**src/hdl/lglg_pkg.sv**
```systemverilog
// ============================================================================
// lglg_pkg
// Shared types and constants for the linear gradient line generator.
// ============================================================================
package lglg_pkg;

  // Largest number of segments one request can produce.
  localparam int MaxSteps = 64;
  // Width of a step index or a saturated extent.
  localparam int ExtW     = $clog2(MaxSteps);
  localparam int CoordW   = 16;
  localparam int ColorW   = 24;
  localparam int ChanW    = 8;
  localparam int NumChan  = 3;

  // Result status codes.
  localparam logic [1:0] StOk   = 2'd0;
  localparam logic [1:0] StClip = 2'd1;
  localparam logic [1:0] StInv  = 2'd2;

  // Configuration register indexes.
  localparam logic [1:0] CfgFirstColor  = 2'd0;
  localparam logic [1:0] CfgSecondColor = 2'd1;
  localparam logic [1:0] CfgDirection   = 2'd2;

  // Configuration reset values.
  localparam logic [ColorW-1:0] FirstColorRst  = 24'hF0F0F0;
  localparam logic [ColorW-1:0] SecondColorRst = 24'h00003C;
  localparam logic              DirectionRst   = 1'b1;

  // One classified request as it waits in the command queue.
  typedef struct packed {
    logic signed [CoordW-1:0] box_l;
    logic signed [CoordW-1:0] box_t;
    logic signed [CoordW-1:0] box_r;
    logic signed [CoordW-1:0] box_b;
    logic                     dir;
    logic [ExtW-1:0]          ext;
    logic [1:0]               status;
  } cmd_t;

endpackage

```
**src/hdl/lglg_front.sv**
```systemverilog
// ============================================================================
// lglg_front
// Request classifier: checks the box for inverted bounds, picks the extent
// along the configured direction and saturates it to the segment limit.
// ============================================================================
module lglg_front (
  input  logic                                 in_valid_i,
  output logic                                 in_ready_o,
  input  logic signed [lglg_pkg::CoordW-1:0]   left_edge_i,
  input  logic signed [lglg_pkg::CoordW-1:0]   top_edge_i,
  input  logic signed [lglg_pkg::CoordW-1:0]   right_edge_i,
  input  logic signed [lglg_pkg::CoordW-1:0]   bottom_edge_i,
  input  logic                                 direction_i,
  input  logic                                 full_i,
  output logic                                 push_o,
  output lglg_pkg::cmd_t                       cmd_o
);

  localparam int SpanW = lglg_pkg::CoordW + 1;
  localparam logic [SpanW-1:0] ExtMax = SpanW'(lglg_pkg::MaxSteps - 1);

  logic signed [SpanW-1:0] span_x;
  logic signed [SpanW-1:0] span_y;
  logic [SpanW-1:0]        span_sel;
  logic                    inverted;
  logic                    clipped;

  // A beat is taken whenever the queue has room.
  assign in_ready_o = !full_i;
  assign push_o     = in_valid_i && !full_i;

  // Spans are computed one bit wider so they never wrap.
  assign span_x   = {right_edge_i[lglg_pkg::CoordW-1], right_edge_i}
                  - {left_edge_i[lglg_pkg::CoordW-1], left_edge_i};
  assign span_y   = {bottom_edge_i[lglg_pkg::CoordW-1], bottom_edge_i}
                  - {top_edge_i[lglg_pkg::CoordW-1], top_edge_i};
  assign inverted = span_x[SpanW-1] || span_y[SpanW-1];
  assign span_sel = direction_i ? span_y : span_x;
  assign clipped  = span_sel > ExtMax;

  // Build the command for the back end.
  always_comb begin
    cmd_o.box_l  = left_edge_i;
    cmd_o.box_t  = top_edge_i;
    cmd_o.box_r  = right_edge_i;
    cmd_o.box_b  = bottom_edge_i;
    cmd_o.dir    = direction_i;
    if (inverted) begin
      cmd_o.ext    = '0;
      cmd_o.status = lglg_pkg::StInv;
    end else if (clipped) begin
      cmd_o.ext    = ExtMax[lglg_pkg::ExtW-1:0];
      cmd_o.status = lglg_pkg::StClip;
    end else begin
      cmd_o.ext    = span_sel[lglg_pkg::ExtW-1:0];
      cmd_o.status = lglg_pkg::StOk;
    end
  end

endmodule

```
**src/hdl/lglg_fifo.sv**
```systemverilog
// ============================================================================
// lglg_fifo
// Two-entry command queue between the classifier and the segment engine.
// ============================================================================
module lglg_fifo (
  input  logic           clk_i,
  input  logic           rst_ni,
  input  logic           push_i,
  input  lglg_pkg::cmd_t wdata_i,
  output logic           full_o,
  input  logic           pop_i,
  output lglg_pkg::cmd_t rdata_o,
  output logic           empty_o
);

  localparam int Depth = 2;
  localparam int PtrW  = $clog2(Depth);
  localparam int CntW  = $clog2(Depth + 1);

  lglg_pkg::cmd_t  mem_q [Depth];
  logic [PtrW-1:0] wptr_q, wptr_d;
  logic [PtrW-1:0] rptr_q, rptr_d;
  logic [CntW-1:0] cnt_q, cnt_d;

  assign full_o  = cnt_q == CntW'(Depth);
  assign empty_o = cnt_q == '0;
  assign rdata_o = mem_q[rptr_q];

  // Pointer and fill count update.
  always_comb begin
    wptr_d = wptr_q;
    rptr_d = rptr_q;
    cnt_d  = cnt_q;
    if (push_i) begin
      wptr_d = wptr_q + 1'b1;
    end
    if (pop_i) begin
      rptr_d = rptr_q + 1'b1;
    end
    if (push_i && !pop_i) begin
      cnt_d = cnt_q + 1'b1;
    end else if (pop_i && !push_i) begin
      cnt_d = cnt_q - 1'b1;
    end
  end

  always_ff @(posedge clk_i or negedge rst_ni) begin
    if (!rst_ni) begin
      wptr_q <= '0;
      rptr_q <= '0;
      cnt_q  <= '0;
    end else begin
      wptr_q <= wptr_d;
      rptr_q <= rptr_d;
      cnt_q  <= cnt_d;
    end
  end

  // Entry storage, no reset needed.
  always_ff @(posedge clk_i) begin
    if (push_i) begin
      mem_q[wptr_q] <= wdata_i;
    end
  end

endmodule

```
**src/hdl/lglg_back.sv**
```systemverilog
// ============================================================================
// lglg_back
// Segment engine: for a request of nonzero extent, divides each channel's
// color difference by the extent once, then steps quotient and remainder
// to emit one segment per cycle into an output register whenever it is free.
// ============================================================================
module lglg_back (
  input  logic                                clk_i,
  input  logic                                rst_ni,
  input  logic [lglg_pkg::ColorW-1:0]         first_color_i,
  input  logic [lglg_pkg::ColorW-1:0]         second_color_i,
  input  logic                                cmd_valid_i,
  input  lglg_pkg::cmd_t                      cmd_i,
  output logic                                cmd_pop_o,
  input  logic                                out_ready_i,
  output logic                                out_valid_o,
  output logic signed [lglg_pkg::CoordW-1:0]  seg_x0_o,
  output logic signed [lglg_pkg::CoordW-1:0]  seg_y0_o,
  output logic signed [lglg_pkg::CoordW-1:0]  seg_x1_o,
  output logic signed [lglg_pkg::CoordW-1:0]  seg_y1_o,
  output logic [lglg_pkg::ColorW-1:0]         seg_color_o,
  output logic [1:0]                          status_o,
  output logic                                last_o
);

  localparam int ExtW  = lglg_pkg::ExtW;
  localparam int ChanW = lglg_pkg::ChanW;
  localparam int NCh   = lglg_pkg::NumChan;
  localparam int CW    = lglg_pkg::CoordW;
  localparam int AccW  = ChanW + 1;
  localparam int CntW  = $clog2(ChanW);

  localparam logic [1:0] SIdle = 2'd0;
  localparam logic [1:0] SDiv  = 2'd1;
  localparam logic [1:0] SFix  = 2'd2;
  localparam logic [1:0] SRun  = 2'd3;

  logic [1:0]           state_q, state_d;
  lglg_pkg::cmd_t       cmd_q, cmd_d;
  logic [CntW-1:0]      cnt_q, cnt_d;
  logic [ExtW-1:0]      step_q, step_d;

  // Per-channel divider and stepper registers.
  logic [ChanW-1:0]     dvd_q  [NCh];
  logic [ChanW-1:0]     dvd_d  [NCh];
  logic [ChanW-1:0]     quo_q  [NCh];
  logic [ChanW-1:0]     quo_d  [NCh];
  logic [ExtW-1:0]      rem_q  [NCh];
  logic [ExtW-1:0]      rem_d  [NCh];
  logic                 neg_q  [NCh];
  logic                 neg_d  [NCh];
  logic [AccW-1:0]      dq_q   [NCh];
  logic [AccW-1:0]      dq_d   [NCh];
  logic [ExtW-1:0]      dr_q   [NCh];
  logic [ExtW-1:0]      dr_d   [NCh];
  logic [AccW-1:0]      acc_q  [NCh];
  logic [AccW-1:0]      acc_d  [NCh];
  logic [ExtW-1:0]      racc_q [NCh];
  logic [ExtW-1:0]      racc_d [NCh];

  // Combinational helpers.
  logic [AccW-1:0]      diff   [NCh];
  logic [AccW-1:0]      ndiff  [NCh];
  logic [ExtW:0]        trial  [NCh];
  logic [ExtW:0]        rsum   [NCh];
  logic [ChanW-1:0]     chan   [NCh];
  logic [ExtW:0]        ext_w;
  logic [CW-1:0]        step_off;
  logic                 is_last;
  logic                 ld_ok;

  // Output register.
  logic                 vld_q, vld_d;
  logic signed [CW-1:0] x0_q, x0_d, y0_q, y0_d, x1_q, x1_d, y1_q, y1_d;
  logic [lglg_pkg::ColorW-1:0] col_q, col_d;
  logic [1:0]           st_q, st_d;
  logic                 last_q, last_d;

  assign ext_w     = {1'b0, cmd_q.ext};
  assign step_off  = {{(CW - ExtW){1'b0}}, step_q};
  assign is_last   = step_q == cmd_q.ext;
  assign ld_ok     = !vld_q || out_ready_i;
  assign cmd_pop_o = (state_q == SIdle) && cmd_valid_i;

  // Per-channel difference, restoring-division trial, remainder sum and blended color.
  always_comb begin
    for (int c = 0; c < NCh; c++) begin
      diff[c]  = {1'b0, second_color_i[c*ChanW +: ChanW]}
               - {1'b0, first_color_i[c*ChanW +: ChanW]};
      ndiff[c] = '0 - diff[c];
      trial[c] = {rem_q[c], dvd_q[c][ChanW-1]};
      rsum[c]  = {1'b0, racc_q[c]} + {1'b0, dr_q[c]};
      chan[c]  = first_color_i[c*ChanW +: ChanW] + acc_q[c][ChanW-1:0];
    end
  end

  // Sequencer: fetch, divide and sign fix-up (skipped for zero extent), then one segment per free slot.
  always_comb begin
    state_d = state_q;
    cmd_d   = cmd_q;
    cnt_d   = cnt_q;
    step_d  = step_q;
    dvd_d   = dvd_q;
    quo_d   = quo_q;
    rem_d   = rem_q;
    neg_d   = neg_q;
    dq_d    = dq_q;
    dr_d    = dr_q;
    acc_d   = acc_q;
    racc_d  = racc_q;
    vld_d   = vld_q;
    x0_d    = x0_q;
    y0_d    = y0_q;
    x1_d    = x1_q;
    y1_d    = y1_q;
    col_d   = col_q;
    st_d    = st_q;
    last_d  = last_q;

    if (out_ready_i) begin
      vld_d = 1'b0;
    end

    case (state_q)
      SIdle: begin
        if (cmd_valid_i) begin
          cmd_d  = cmd_i;
          cnt_d  = '0;
          step_d = '0;
          for (int c = 0; c < NCh; c++) begin
            neg_d[c]  = diff[c][AccW-1];
            dvd_d[c]  = diff[c][AccW-1] ? ndiff[c][ChanW-1:0] : diff[c][ChanW-1:0];
            quo_d[c]  = '0;
            rem_d[c]  = '0;
            dq_d[c]   = '0;
            dr_d[c]   = '0;
            acc_d[c]  = '0;
            racc_d[c] = '0;
          end
          state_d = (cmd_i.ext == '0) ? SRun : SDiv;
        end
      end

      SDiv: begin
        // One quotient bit per cycle for each channel.
        for (int c = 0; c < NCh; c++) begin
          dvd_d[c] = {dvd_q[c][ChanW-2:0], 1'b0};
          if (trial[c] >= ext_w) begin
            rem_d[c] = ExtW'(trial[c] - ext_w);
            quo_d[c] = {quo_q[c][ChanW-2:0], 1'b1};
          end else begin
            rem_d[c] = trial[c][ExtW-1:0];
            quo_d[c] = {quo_q[c][ChanW-2:0], 1'b0};
          end
        end
        cnt_d = cnt_q + 1'b1;
        if (cnt_q == CntW'(ChanW - 1)) begin
          state_d = SFix;
        end
      end

      SFix: begin
        // Turn the magnitude quotient into a floor quotient and remainder.
        for (int c = 0; c < NCh; c++) begin
          if (neg_q[c]) begin
            dq_d[c] = '0 - {1'b0, quo_q[c]} - {{ChanW{1'b0}}, |rem_q[c]};
            dr_d[c] = (|rem_q[c]) ? (cmd_q.ext - rem_q[c]) : '0;
          end else begin
            dq_d[c] = {1'b0, quo_q[c]};
            dr_d[c] = rem_q[c];
          end
        end
        state_d = SRun;
      end

      SRun: begin
        if (ld_ok) begin
          vld_d = 1'b1;
          if (cmd_q.status == lglg_pkg::StInv) begin
            x0_d   = '0;
            y0_d   = '0;
            x1_d   = '0;
            y1_d   = '0;
            col_d  = '0;
            st_d   = lglg_pkg::StInv;
            last_d = 1'b1;
          end else begin
            if (cmd_q.dir) begin
              x0_d = cmd_q.box_l;
              y0_d = cmd_q.box_t + step_off;
              x1_d = cmd_q.box_r;
              y1_d = cmd_q.box_t + step_off;
            end else begin
              x0_d = cmd_q.box_l + step_off;
              y0_d = cmd_q.box_t;
              x1_d = cmd_q.box_l + step_off;
              y1_d = cmd_q.box_b;
            end
            col_d  = {chan[2], chan[1], chan[0]};
            st_d   = cmd_q.status;
            last_d = is_last;
          end

          if (is_last) begin
            state_d = SIdle;
          end else begin
            step_d = step_q + 1'b1;
            for (int c = 0; c < NCh; c++) begin
              if (rsum[c] >= ext_w) begin
                racc_d[c] = ExtW'(rsum[c] - ext_w);
                acc_d[c]  = acc_q[c] + dq_q[c] + AccW'(1);
              end else begin
                racc_d[c] = rsum[c][ExtW-1:0];
                acc_d[c]  = acc_q[c] + dq_q[c];
              end
            end
          end
        end
      end

      default: begin
        state_d = SIdle;
      end
    endcase
  end

  // Control state.
  always_ff @(posedge clk_i or negedge rst_ni) begin
    if (!rst_ni) begin
      state_q <= SIdle;
      vld_q   <= 1'b0;
      cnt_q   <= '0;
      step_q  <= '0;
    end else begin
      state_q <= state_d;
      vld_q   <= vld_d;
      cnt_q   <= cnt_d;
      step_q  <= step_d;
    end
  end

  // Datapath and payload registers.
  always_ff @(posedge clk_i) begin
    cmd_q  <= cmd_d;
    dvd_q  <= dvd_d;
    quo_q  <= quo_d;
    rem_q  <= rem_d;
    neg_q  <= neg_d;
    dq_q   <= dq_d;
    dr_q   <= dr_d;
    acc_q  <= acc_d;
    racc_q <= racc_d;
    x0_q   <= x0_d;
    y0_q   <= y0_d;
    x1_q   <= x1_d;
    y1_q   <= y1_d;
    col_q  <= col_d;
    st_q   <= st_d;
    last_q <= last_d;
  end

  assign out_valid_o = vld_q;
  assign seg_x0_o    = x0_q;
  assign seg_y0_o    = y0_q;
  assign seg_x1_o    = x1_q;
  assign seg_y1_o    = y1_q;
  assign seg_color_o = col_q;
  assign status_o    = st_q;
  assign last_o      = last_q;

endmodule

```
**src/hdl/linear_gradient_line_generator_top.sv**
```systemverilog
// ============================================================================
// linear_gradient_line_generator_top
// Cuts a fill box into one-pixel line segments with linearly blended colors.
// ============================================================================
// Usage: a request beat on the input channel (valid/ready) carries a box with
// inclusive edges. The output channel (valid/ready) returns one beat per
// column (horizontal) or row (vertical) of the box, up to 64 beats, the final
// one flagged by last_o. Inverted boxes return a single beat with status 2.
// Colors and direction come from the write port (cfg_we_i, cfg_idx_i,
// cfg_wdata_i). The user must change them only while the block is idle;
// the block itself does not enforce this. Requests pass through a two-entry
// queue, so up to two more requests are taken while one is being emitted.
// The segment engine fetches a request, runs a per-channel restoring
// division of the color difference by the extent and a sign fix-up step,
// then emits one segment per cycle while the output register is free.
// Zero-extent and inverted requests skip the division and the fix-up.
// When the receiver stalls, the output register holds its beat and the
// engine waits. Reset empties the queue, drops any pending output and loads
// the default colors (0xF0F0F0 to 0x00003C) and vertical direction.
// ============================================================================
module linear_gradient_line_generator_top (
  input  logic                                clk_i,
  input  logic                                rst_ni,
  input  logic                                cfg_we_i,
  input  logic [1:0]                          cfg_idx_i,
  input  logic [lglg_pkg::ColorW-1:0]         cfg_wdata_i,
  input  logic                                in_valid_i,
  output logic                                in_ready_o,
  input  logic signed [lglg_pkg::CoordW-1:0]  left_edge_i,
  input  logic signed [lglg_pkg::CoordW-1:0]  top_edge_i,
  input  logic signed [lglg_pkg::CoordW-1:0]  right_edge_i,
  input  logic signed [lglg_pkg::CoordW-1:0]  bottom_edge_i,
  output logic                                out_valid_o,
  input  logic                                out_ready_i,
  output logic signed [lglg_pkg::CoordW-1:0]  seg_x0_o,
  output logic signed [lglg_pkg::CoordW-1:0]  seg_y0_o,
  output logic signed [lglg_pkg::CoordW-1:0]  seg_x1_o,
  output logic signed [lglg_pkg::CoordW-1:0]  seg_y1_o,
  output logic [lglg_pkg::ColorW-1:0]         seg_color_o,
  output logic [1:0]                          status_o,
  output logic                                last_o
);

  logic [lglg_pkg::ColorW-1:0] first_color_q;
  logic [lglg_pkg::ColorW-1:0] second_color_q;
  logic                        direction_q;

  logic                        push;
  logic                        full;
  logic                        empty;
  logic                        pop;
  lglg_pkg::cmd_t              push_cmd;
  lglg_pkg::cmd_t              pop_cmd;

  // Configuration registers; unknown indexes are ignored.
  always_ff @(posedge clk_i or negedge rst_ni) begin
    if (!rst_ni) begin
      first_color_q  <= lglg_pkg::FirstColorRst;
      second_color_q <= lglg_pkg::SecondColorRst;
      direction_q    <= lglg_pkg::DirectionRst;
    end else if (cfg_we_i) begin
      case (cfg_idx_i)
        lglg_pkg::CfgFirstColor:  first_color_q  <= cfg_wdata_i;
        lglg_pkg::CfgSecondColor: second_color_q <= cfg_wdata_i;
        lglg_pkg::CfgDirection:   direction_q    <= cfg_wdata_i[0];
        default: ;
      endcase
    end
  end

  // Request classification.
  lglg_front u_front (
    .in_valid_i    (in_valid_i),
    .in_ready_o    (in_ready_o),
    .left_edge_i   (left_edge_i),
    .top_edge_i    (top_edge_i),
    .right_edge_i  (right_edge_i),
    .bottom_edge_i (bottom_edge_i),
    .direction_i   (direction_q),
    .full_i        (full),
    .push_o        (push),
    .cmd_o         (push_cmd)
  );

  // Command queue.
  lglg_fifo u_fifo (
    .clk_i   (clk_i),
    .rst_ni  (rst_ni),
    .push_i  (push),
    .wdata_i (push_cmd),
    .full_o  (full),
    .pop_i   (pop),
    .rdata_o (pop_cmd),
    .empty_o (empty)
  );

  // Segment engine.
  lglg_back u_back (
    .clk_i          (clk_i),
    .rst_ni         (rst_ni),
    .first_color_i  (first_color_q),
    .second_color_i (second_color_q),
    .cmd_valid_i    (!empty),
    .cmd_i          (pop_cmd),
    .cmd_pop_o      (pop),
    .out_ready_i    (out_ready_i),
    .out_valid_o    (out_valid_o),
    .seg_x0_o       (seg_x0_o),
    .seg_y0_o       (seg_y0_o),
    .seg_x1_o       (seg_x1_o),
    .seg_y1_o       (seg_y1_o),
    .seg_color_o    (seg_color_o),
    .status_o       (status_o),
    .last_o         (last_o)
  );

endmodule

```
**config.mk**
```make
export PLATFORM = sky130hd
export DESIGN_NAME = linear_gradient_line_generator_top
export DESIGN_NICKNAME = d
export VERILOG_FILES = /design/src/hdl/lglg_pkg.sv /design/src/hdl/lglg_front.sv /design/src/hdl/lglg_fifo.sv /design/src/hdl/lglg_back.sv /design/src/hdl/linear_gradient_line_generator_top.sv
export SDC_FILE = /design/constraint.sdc
export NUM_CORES = 1
export LEC_CHECK = 0
export ABC_AREA = 1
export BUFFER_PORTS_ARGS = -buffer_cell sky130_fd_sc_hd__clkbuf_2
export CAP_MARGIN = 10
export CORE_MARGIN = 5
export CORE_UTILIZATION = 40
export CTS_CLUSTER_DIAMETER = 50
export DETAILED_ROUTE_END_ITERATION = 6
export HOLD_SLACK_MARGIN = 0.08
export PLACE_DENSITY = 0.59
export SLEW_MARGIN = 5
export SYNTH_ARGS = -nofsm -noshare
export SYNTH_HDL_FRONTEND = slang
export SYNTH_SLANG_ARGS = --single-unit
export TNS_END_PERCENT = 1
```
**constraint.sdc**
```tcl
create_clock -name clk_i -period 19.5 [get_ports clk_i]
set_clock_uncertainty 0.1 [all_clocks]
set_input_delay 1.95 -clock clk_i [delete_from_list [all_inputs] [get_ports clk_i]]
set_output_delay 1.95 -clock clk_i [all_outputs]
set_load 0.01 [all_outputs]
```
---- After elaboration in Yosys (flattened, before gate mapping) ----
Memory sizes are Yosys's and may differ from the RTL's.
Index checks and enable logic that the tools add are counted.
Widths: inputs -> output; s select.
storage, ports and cells
  register bits ........................... 388
  latch bits .............................. 0
  RAM bits ................................ 146
  bits in read-only memories .............. 0
  word-level logic and storage cells ...... 210
  memories ................................ 1
operators by class
  add/sub/neg operators ................... 43
  multipliers ............................. 0
  divide/modulo/power cells ............... 0
  $lt $le $gt $ge ......................... 7
  equality and inequality tests ........... 14
  shift operators ......................... 0
  muxes and demuxes ....................... 65
  bitwise gates (word level) .............. 1
  reductions and logical operators ........ 31
memories
  memory        depth  width  rd ports  clocked after Yosys merged registers in  wr ports  RTL line         source
  u_fifo.mem_q  2      73     1         0                                        1         lglg_fifo.sv:20  lglg_pkg::cmd_t mem_q [Depth];
operator list
  cell                 count
  $pmux 18 s2          3
  $pmux 27 s2          2
  $pmux 24 s2          2
  $mux 6               15
  $mux 27              3
  $mux 16              4
  $mux 18              3
  $mux 9               6
  $sub 6x6->6          9
  $mux 24              2
  $ge 7x6->1           6
  $mux 8               5
  $sub 16x16->17       2
  $add 16x6->16        2
  $add 9x1->9 const B  3
  $add 9x9->9          3
  $sub 1x8->9 const A  3
  $sub 8x8->9          3
  $sub 9x1->9          3
  $add 8x8->8          3
  $sub 1x8->8 const A  3
  $add 6x6->7          3
  $reduce_or 6->1      3
  $gt 17x6->1 const B  1
  27 further kinds     69

---- Logic depth before layout (Yosys ltp) ----
  depth after elaboration ................. 7
  mapped depth ............................ 20
  gate-level depth less buffers ........... 20

---- Modules after synthesis ----
Synthesis repeated with hierarchy kept, for this count alone.
unflattened totals
  cells, all modules ...................... 3535
  area total of the unflattened synthesis .. 32257.2 um^2
modules (own cells, without submodules)
  module                              times used  cells each  area an instance (um^2)  seq. area each (um^2)
  lglg_back                           1           2516        21645.8                  9819.4
  lglg_fifo                           1           252         5721.7                   4484.3
  lglg_front                          1           547         2827.7                   0.0
  linear_gradient_line_generator_top  1           220         2062.0                   1247.4

---- Least setup slack after synthesis ----
No wires, ideal clock.
  path type ............................... input -> register
  start point ............................. input port out_ready_i
  end point ............................... register u_back.last_q (netlist: u_back.last_o), enable pin
  library setup time ...................... 570 ps
  data arrival time ....................... 6363 ps
  required time ........................... 18830 ps
  path slack .............................. 12466 ps
  cell stages on the path ................. 2
  cell sequence ........................... inv_1 > a21oi_1
on the way
  longest elaborated chain between the ends .. 2
RTL lines
  element                     RTL line                                  source
  start, declared             linear_gradient_line_generator_top.sv:34  input logic out_ready_i,
  $logic_or 1x1->1            lglg_back.sv:82                           assign ld_ok = !vld_q || out_ready_i;
  $reduce_and 2->1 (no line)  -
  end signal, assigned        lglg_back.sv:259                          last_q <= last_d;
  end, declared               lglg_back.sv:77                           logic last_q, last_d;
Every way passes these cells.
A chain may end at the register's enable or synchronous reset.

==> impl_metrics.tcl <==
set metrics [dict create \
    final_max_slew_viol_count 0 \
    htree_num_levels 3 \
    critical_path.top_delay_family "simple AND/OR/NAND/NOR gates" \
    setup_repair_after_global_routing_missed_its_margin "false" \
    critical_path.max_stage_delay_ns 0.41 \
    layout-drive-gt1-share_pct 12.34 \
    finalCriticalPeriod_ns 3.725 \
    post_drt_wl_per_cell_um 15.99 \
    highest-signal-layer "met4" \
    boundaryPins 188 \
    place_congestion 0.8701 \
    cts.hold.buffers_added 0 \
    layout_worst_path_cycle_share_pct 19.10 \
    detail_route.wirelength_mm 71.84 \
    placeableCoreArea_um2 74570 \
    synth-warning-count 0 \
    grt.overflow.total 0 \
    regToRegSetupSlack_ns 15.86 \
    clk_pin_slew_ns 0.06 \
    clock_tree_from_tritoncts "yes" \
    antennaDiodeCount 0 \
    die_width_um 284.3 \
    r2r_start "u_back.state_q[0]" \
    min_path_cells 0 \
    synthCells 3251 \
    worst_path_max_delay_cell "sky130_fd_sc_hd__fa_1" \
    hpwlAfterDp_mm 51.51 \
    synth_to_final_area_change_pct 15.50 \
    synth.lib_cells_used.distinct 53 \
    path_cells "clkbuf_2 > inv_1 > ha_1 > fa_1 > inv_1 > nand3_1 > nand2_2 > nand2_1 > nand2_1 > nand2_1 > nand3_1 > nand2_1 > nor2_1 > nand3_1 > nor2_1 > nand3_1 > nand2_2 > nand2_1" \
    async_set_reset_flop_share_out_of_synthesis_pct 12.31 \
    avgSynthCellArea_um2 9.257 \
    critical-path-top-cell-by-count "sky130_fd_sc_hd__nand2_1" \
    finalHoldViolations 0 \
    timing.critical_path.fanout_max 7 \
    clock_tree.buffer_depth 3 \
    pin_count_of_the_biggest_net_entering_global_routing 76 \
    dr.pass1.iters 6 \
    drc 0 \
    irDropWorstVdd_mv 0.1150 \
    grt_first_pass_wirelength_mm 115.3 \
    worstPathArrival_ns 3.97 \
    row_count 100 \
    synth_sequential_area_ratio_pct 51.67 \
    reg2reg_depth 7 \
    timing_worst_setup_path_type "input port to register" \
    tritoncts_num_sinks 528 \
    postCtsSetupRepairBufs 0 \
    clkLatencyLatePin_ns 0.62 \
    grt_usage_pct 17.65 \
    leakage_uw 0.01596 \
    worst_setup_path_end_kind "register" \
    grt_pass1_vias 21250 \
    final_nets 3801 \
    dr_wl_met2_mm 34.32 \
    holdPathEnd "u_back.status_o[1]" \
    run_status "completed" \
    worstReg2RegEnd "u_back.seg_y1_o[10]" \
    maxCapViolCount 0 \
    place.port_buffers 187 \
    num_vias 21900 \
    max_freq_mhz 268.4 \
    power-per-cell-area_nw_per_um2 190.2 \
    wl_met3_mm 3.192 \
    power.total_uw 6611 \
    setup_violations 0 \
    totalNegativeSetupSlack_ns 0 \
    initial_drt_markers 1426 \
    die_height_um 284.3 \
    drtAntennaViolNets 0 \
    critPathLaunchType "input port" \
    synthesis.area_um2 30100 \
    worst_pin_slew_ns 1.066 \
    synth-edff-count 463 \
    postSynthNetCount 3592 \
    vias_per_cell 4.874 \
    clockRootBuffer "sky130_fd_sc_hd__clkbuf_16" \
    route.layer.met1.wl_mm 32.62 \
    cts.repair.resized 0 \
    critPathBufInv 3 \
    cts_made_buffers 78 \
    die_area_um2 80820 \
    initial_utilization_pct 40.36 \
    max_slew_margin_pct 28.90 \
    ys_dominant_reg_cell "sky130_fd_sc_hd__edfxtp_1" \
    required_ns 19.74 \
    antenna_found_initial 0 \
    hold_path.class "register to register" \
    worst_hold_startpoint "u_back.cmd_q[1]" \
    synth-seq-cells 528 \
    timing.critical_path.from "right_edge_i[0]" \
]
[worst register-to-register path, cell delays in order, from the launching register on]
cell and delay (ns):
sky130_fd_sc_hd__dfrtp_1 0.37, sky130_fd_sc_hd__ha_1 0.32, sky130_fd_sc_hd__buf_4 0.43, sky130_fd_sc_hd__inv_1 0.13, sky130_fd_sc_hd__buf_4 0.24, sky130_fd_sc_hd__a21oi_4 0.46
sky130_fd_sc_hd__buf_4 0.44, sky130_fd_sc_hd__buf_4 0.66
[layer usage]
metal	GRT usage (%)	vias to the layer above
met2	29.84	402
met3	2.764	115
met5	0	-
met1	23.70	10090
met4	4.919	0
li1	-	11290
[final cells by class]
cell class              instances  area [um2]
flip-flops and latches        528       15550
clock inverters                59       638.1
repair buffers                207        1089
fillers                      7091       39810
inverters                     463        1739
multi-input cells            2182       12530
clock buffers                  85        1999
well taps                     969        1212
[worst max path at each step]
stage | end | slack (ns) | cells after the start
2_1_floorplan | u_back.last_o | 12.47 | 2
3_3_place_gp | u_fifo.mem_q[0][7] | 15.17 | 18
3_5_place_dp | u_back.seg_color_o[16] | 15.17 | 5
4_1_cts | u_fifo.mem_q[0][5] | 15.79 | 18
5_1_grt | u_fifo.mem_q[0][5] | 15.60 | 18
6_report | u_fifo.mem_q[0][5] | 15.77 | 18
[flip-flops by register name (all words and copies together) (netlist names), 24 cells and up]
| signal | flops |
|---|---|
| u_back.dq_q | 24 |
| u_back.quo_q | 24 |
| u_back.cmd_q | 73 |
| u_back.acc_q | 24 |
| u_back.seg_color_o | 24 |
| u_fifo.mem_q | 146 |
| second_color_q | 24 |
| first_color_q | 24 |
| u_back.dvd_q | 24 |
[power by group]
group          total (uW)  leakage (uW)  internal [uW]  switching, uW
clock                1400       0.00127            853            551
combinational        3080       0.00946           1070           2010
sequential           2130       0.00523           1870            252
total                6610        0.0160           3790           2820
[logic make-up (layout without fill, tap and decap cells)]
kind of cell / count (synthesis) / count (layout) / share of synthesized area, %
fa+ha+maj: 246 / 246 / 10.85
mux: 2 / 2 / 0.06652
xor+xnor: 109 / 109 / 3.172
buf+inv: 541 / 814 / 6.885
compound gates: 539 / 539 / 9.654
simple gates: 1286 / 1286 / 17.70
flops: 528 / 528 / 51.67
[synth_stat cells (all sizes together) (5+ instances only)]
master | number | area (um2)
buf | 24 | 128.9
or2 | 14 | 87.59
ha | 221 | 2765
dfstp | 17 | 446.7
edfxtp | 463 | 13900
xnor2 | 38 | 332.8
o21ai | 194 | 974.7
nor3 | 16 | 85.08
o22ai | 7 | 43.79
nor4 | 8 | 50.05
dfrtp | 48 | 1201
nor2 | 207 | 807.0
a211oi | 10 | 75.07
fa | 25 | 500.5
a21o | 5 | 37.54
nand4 | 22 | 143.9
a21oi | 285 | 1479
o21bai | 10 | 75.07
inv | 460 | 1727
nand2 | 852 | 3261
xor2 | 71 | 621.9
o211ai | 9 | 67.56
a31oi | 5 | 31.28
nand3b | 10 | 75.07
clkbuf | 54 | 203.9
nand3 | 156 | 810.8
[through the flow]
step / util, % / cell area, um2 / setup slack (ns) / std cells / hold slack [ns]
finish: 46.61 / 34760 / 15.77 / 4493 / 0.3587
global route: 46.61 / 34760 / 15.60 / 4493 / 0.3777
CTS: 46.61 / 34760 / 15.79 / 4493 / 0.3670
detailed placement: 43.08 / 32120 / 15.17 / 4349 / 0.3375
global placement: 43.08 / 32120 / 15.17 / 4349 / 0.3476
floorplan: - / 30100 / 12.47 / 3251 / 0.3498
[layout by cell type (no fill, tap or decap), types with 13 or more instances in the layout]
cell type / synthesis / final
sky130_fd_sc_hd__a21oi_1: 275 / 272
sky130_fd_sc_hd__buf_4: 5 / 21
sky130_fd_sc_hd__clkbuf_16: 0 / 79
sky130_fd_sc_hd__clkbuf_2: 1 / 186
sky130_fd_sc_hd__clkinv_2: 1 / 14
sky130_fd_sc_hd__dfrtp_1: 48 / 47
sky130_fd_sc_hd__dfstp_2: 17 / 17
sky130_fd_sc_hd__edfxtp_1: 463 / 463
sky130_fd_sc_hd__fa_1: 25 / 25
sky130_fd_sc_hd__ha_1: 221 / 220
sky130_fd_sc_hd__inv_1: 453 / 453
sky130_fd_sc_hd__inv_6: 0 / 13
sky130_fd_sc_hd__nand2_1: 833 / 833
sky130_fd_sc_hd__nand2_2: 16 / 16
sky130_fd_sc_hd__nand3_1: 150 / 150
sky130_fd_sc_hd__nand4_1: 21 / 21
sky130_fd_sc_hd__nor2_1: 199 / 196
sky130_fd_sc_hd__nor3_1: 15 / 15
sky130_fd_sc_hd__o21ai_0: 187 / 187
sky130_fd_sc_hd__or2_2: 13 / 13
sky130_fd_sc_hd__xnor2_1: 38 / 38
sky130_fd_sc_hd__xor2_1: 71 / 71
Power figures use the tool's default switching activity.
